File: config.mk
export PLATFORM = sky130hd
export DESIGN_NAME = pwa_front
export DESIGN_NICKNAME = d
export VERILOG_FILES = /design/src/design/pwa_pkg.sv /design/src/design/pwa_front.sv
export SDC_FILE = /design/constraint.sdc
export NUM_CORES = 1
export LEC_CHECK = 0
export ABC_AREA = 1
export ABC_CLOCK_PERIOD_IN_PS = 4600
export BUFFER_PORTS_ARGS = -buffer_cell sky130_fd_sc_hd__buf_4
export CAP_MARGIN = 10
export CORE_AREA = 3 3 73 75
export CTS_BUF_LIST = sky130_fd_sc_hd__clkbuf_4
export DETAILED_ROUTE_END_ITERATION = 8
export DIE_AREA = 0 0 76 78
export PLACE_DENSITY = 0.79
export SETUP_SLACK_MARGIN = 0.4
export SLEW_MARGIN = 20
export SYNTH_ARGS = -nofsm -noshare
export SYNTH_HDL_FRONTEND = slang
export SYNTH_SLANG_ARGS = --single-unit
File: constraint.sdc
create_clock -name i_clk -period 4.6 [get_ports i_clk]
set_input_delay 0.69 -clock i_clk [delete_from_list [all_inputs] [get_ports i_clk]]
set_output_delay 0.69 -clock i_clk [all_outputs]
set_load 0.01 [all_outputs]
File: src/design/pwa_pkg.sv
// Shared types and constants of the perspective warp address block.
// No dependencies.
package pwa_pkg;

    localparam int COEF_W  = 32;
    localparam int COORD_W = 12;
    localparam int DIM_W   = 13;
    localparam int CFG_IDX_W  = 3;
    localparam int CFG_DATA_W = 64;
    localparam int PROD_W  = COEF_W + COORD_W + 1;
    localparam int SUM_W   = PROD_W + 3;

    typedef enum logic [CFG_IDX_W-1:0] {
        CFG_ROW0_AB     = 3'd0,
        CFG_ROW0C_ROW1A = 3'd1,
        CFG_ROW1_BC     = 3'd2,
        CFG_ROW2_AB     = 3'd3,
        CFG_ROW2_C      = 3'd4,
        CFG_SRC_WIDTH   = 3'd5,
        CFG_SRC_HEIGHT  = 3'd6
    } t_cfg_idx;

    typedef logic signed [COEF_W-1:0] t_coef;

    // h[3*row + column]
    typedef struct packed {
        t_coef [8:0] h;
    } t_coefs;

    typedef struct packed {
        logic [COORD_W-1:0] col;
        logic [COORD_W-1:0] row;
    } t_item;

endpackage

File: src/design/pwa_front.sv
// Front queue: two-word buffer that takes destination positions.
// Depends on pwa_pkg.
module pwa_front
    import pwa_pkg::*;
(
    input  logic  i_clk,
    input  logic  i_rst_n,
    input  logic  i_push,
    input  t_item i_item,
    output logic  o_full,
    output logic  o_valid,
    output t_item o_item,
    input  logic  i_take
);
    t_item      r_mem [0:1];
    logic       r_wp, r_rp;
    logic [1:0] r_cnt;
    logic       w_push, w_pop;

    assign o_full  = r_cnt == 2'd2;
    assign o_valid = r_cnt != 2'd0;
    assign o_item  = r_mem[r_rp];
    assign w_push  = i_push && !o_full;
    assign w_pop   = i_take && o_valid;

    always_ff @(posedge i_clk) begin
        if (!i_rst_n) begin
            r_wp  <= 1'b0;
            r_rp  <= 1'b0;
            r_cnt <= 2'd0;
        end else begin
            if (w_push) r_wp <= !r_wp;
            if (w_pop)  r_rp <= !r_rp;
            r_cnt <= r_cnt + {1'b0, w_push} - {1'b0, w_pop};
        end
        if (w_push) r_mem[r_wp] <= i_item;
    end
endmodule

## Word-level counts from Yosys, hierarchy flattened

Memory sizes are Yosys's and may differ from the RTL's. A register that Yosys moved wholly into a read port is not among the register bits.
Cells that the tools add are included.

| storage, ports and cells | value |
|---|---|
| memories | 1 |
| output and inout bits | 26 |
| RAM bits | 48 |
| bits of input ports | 28 |
| bits in registers | 4 |

Memories:

| memory | depth | width | read ports | clocked after memory_dff | write ports | line | RTL |
|---|---|---|---|---|---|---|---|
| r_mem | 2 | 24 | 1 | 1 | 1 | pwa_front.sv:15 | `t_item r_mem [0:1];` |

| cells by class | value |
|---|---|
| eq/ne operators | 1 |
| $add $sub $neg | 2 |
| reductions and logical operators | 6 |
| multiplexer cells | 4 |

Operators by type and width:

| operator | count |
|---|---|
| $mux 1 | 4 |
| $logic_not 1->1 | 3 |
| $add 2x1->2 | 1 |
| $eq 2x2->1 const B | 1 |
| $logic_and 1x1->1 | 2 |
| $reduce_bool 2->1 | 1 |
| $sub 2x1->2 | 1 |

## Longest topological paths before layout

| logic depth | value |
|---|---|
| depth in word-level cells | 5 |
| depth in mapped cells | 11 |
| gate-level depth less buffers | 11 |

## Least setup slack after synthesis

Ideal clock, no wire load.

| path | value |
|---|---|
| path type | input -> register |
| start | in i_push |
| end | mem r_mem[0][0] (netlist bit), enable pin |
| slack | 2,414 ps |
| cell stages on the path | 2 |
| setup time | 405 ps |
| data required time | 4,195 ps |
| arrival | 1,782 ps |
| path through | nand2_1 nor2_1 |

| between the ends | value |
|---|---|
| longest elaborated chain between the ends | 3 |

RTL lines:

| what | line | RTL |
|---|---|---|
| from (decl) | pwa_front.sv:8 | `input logic i_push,` |
| $logic_and 1x1->1 | pwa_front.sv:23 | `assign w_push = i_push && !o_full;` |
| $mux 1 | pwa_front.sv:36 | `if (w_push) r_mem[r_wp] <= i_item;` |
| $mux 1 (not written as such) | pwa_front.sv:36 |  |
| to (decl) | pwa_front.sv:15 |  |

No other way between the ends.

==> results.md <==
* Core Region at 0.00472 sq mm
* Post-Route WL at 3320 um
* Synth Instances at 112
* Crit path required time at 3.91 ns
* Share of layout cells above drive strength 1 at 50.3%
* DP Area at 0.00253 sq mm
* Final Wtd Congestion at 0.635
* Pwr Density at 498 mW/mm^2
* Worst path slowest cell: dfxtp_1
* Outcome: complete, no violations
* Leading area contributor after synthesis: edfxtp_1
* Lkg Pwr at 1.06 nW
* Post-synthesis sequential area ratio at 74.0%
* Clock Skew at 0.00767 ns
* Clock Latency Late Sink at 0.35 ns
* Longest Clk Path Bufs at 2
* Design area at 0.00261 sq mm
* CTS Hold Buffers Added at 0
* CTS tree: done
* Peak per-stage delay on the critical path at 0.43 ns
* Nets at 200
* Die width at 76 um
* Crit path max-delay family: buffers and inverters
* Root buf cell: clkbuf_4
* Vias per cell at 4.62
* WL/cell at 14.0 um
* Number of top-level pins at 54
* Setup CP Type: flop to primary output
* Worst R2R Setup Slack at 2.82 ns
* Setup_tns at 0 ns
* Die ar. at 0.00593 sq mm
* Max Fanout on Critical Path at 21
* Hold Path Class: primary input to flop
* Final Hold Vio Count at 0
* Flops & latches, synth at 53
* WP depth at 3
* # DRC at 0
* Post-CTS Setup Bufs at 0
* Fmax at 420 MHz
* R2r endpoint: r_mem[1][13]
* YS warnings at 0
* # diodes at 0
* Gr ovfl total at 0
* Buf/Inv on CP at 2
* Top area cells in the synthesized netlist: edfxtp_1, mux2_4, dfxtp_1
* PortBufs at 53
* DRT iter0 DRCs at 39
* Non-Filler Instances at 238
* CTS sink cnt at 53
* Synthesized cell area at 0.00208 sq mm
* Startpoint Class: flop
* Worst Path Arrival at 1.69 ns
* Critical path destination: o_item[1]
* Total Power at 0.00130 W
* Vias in the first global route at 1,118
* Initial core utilization at 44.1%
* Tcrit/Tclk final at 51.8%
* Share of Yosys cell area claimed by the top area cell type at 69.2%
* Row count at 25
* Via Count at 1,099
* Htree depth at 2
* Die height at 78 um
* CTS clk-pin slew, worst paths at 0.14 ns
* Yosys cell types at 12
* CTS Buf Count at 5
* Reg2reg path depth at 4
* DP Wirelength at 2400 um
* RSZ-0062 raised after global routing: no
* Net count after synthesis at 142
* Max-slew violations at 0
* Most frequent CP cell: buf_4
* First-pass GRT wire length at 5180 um
* First-pass iteration count of the detailed router at 4
* Worst Setup End Kind: primary output
* Setup-failing EPs final at 0
* Period minus WS final at 2.38 ns
* Placed cells at 230
* Maximum Capacitance Violations at 0
* Post-route antenna net violation count at 0
* Least-Margin Pin Slew at 0.953 ns
* Max-slew headroom at 36.4%
* Largest net degree at the start of global routing at 25
* Area Overhead vs Synth at 25.2%
* Antenna violations before repair at 0
* Hold Crit Start: i_item[17]
* Syn Area/Cell at 18.6 sq um
* Peak VDD IR at 205 uV
* Crit path cell chain: buf_4, mux2_2, buf_4
* PostCTS Resize Cnt at 0
* Gr usage total at 11.5%
* Worst reg2reg startpoint: r_cnt[0]
synth_stat cells (all sizes together):
master and n:
a21oi 2, mux2 24, nand2 9, edfxtp 48, inv 8, buf 3, nand3 3, ha 2
nor2 8, dfxtp 5
metal layers:
layer  global-route usage [%]  vias up  part of all wire, %
met4                     5.98        0                  1.3
li1                         -      524                    -
met5                        0        -                    0
met3                     4.41        4                  6.2
met2                     21.0       41                   52
met1                     11.4      530                   40
area by class of cell:
class	instances	area (sq um)
Multi-Input combinational cell	48	467
Sequential cell	53	1540
Clock inverter	3	41.3
Tap cell	67	83.8
Fill cell	380	2120
Inverter	8	30.0
Clock buffer	5	37.5
Timing Repair Buffer	54	405
registers in the layout (all words and copies together), names as in the netlist, named ones only:
| signal | count |
|---|---|
| r_cnt | 2 |
| r_wp | 1 |
| r_rp | 1 |
| r_mem | 48 |
cell usage in the layout, fill, tap and decap left out, drive strengths merged:
master and instances:
clkinv 1, clkinvlp 1, buf 54, dfxtp 5, bufinv 1, a21oi 2, ha 2, nand2 9
edfxtp 48, nor2 8, mux2 24, nand3 3, inv 8, clkbuf 5
power by group:
group / total, W / switching [W] / internal (W)
clock network: 0.000241 / 0.000128 / 0.000113
logic: 0.000418 / 0.000196 / 0.000222
registers: 0.000639 / 0.0000273 / 0.000612
cells by family (layout without fill, tap and decap cells):
logic type / after synthesis / count (layout) / share of synthesized area, %
AND/OR/NAND/NOR: 20 / 20 / 3.79
flip-flops: 53 / 53 / 74.0
adder cells (fa/ha/maj): 2 / 2 / 1.20
buffers and inverters: 11 / 70 / 3.91
AO/OA/AOI/OAI: 2 / 2 / 0.481
multiplexers: 24 / 24 / 16.6
metrics by stage:
stage	setup slack (ns)	hold slack (ns)	util (%)
2_1_floorplan	2.41	0.467	-
3_3_place_gp	2.43	0.485	53.4
3_5_place_dp	2.58	0.486	53.5
4_1_cts	2.20	0.479	55.2
5_1_grt	2.11	0.457	55.2
6_report	2.22	0.510	55.2
how the worst min path moves through the flow:
stage | slack (ns) | depth (start not counted) | end
final | 0.51 | 1 | r_mem[1][17]
after global routing | 0.46 | 1 | r_mem[1][19]
after CTS | 0.48 | 1 | r_mem[1][17]
after detailed placement | 0.49 | 2 | flop
after global placement | 0.49 | 2 | r_rp
after floorplan | 0.47 | 2 | flop
worst reg2reg max path: cells and delay by family, from the launching register on:
kind                   cells  cell delay, ns
and+or+nand+nor            2            0.24
DFF                        1            0.39
buffers and inverters      2            0.79
No activity file was read; power rests on OpenSTA's default activity.
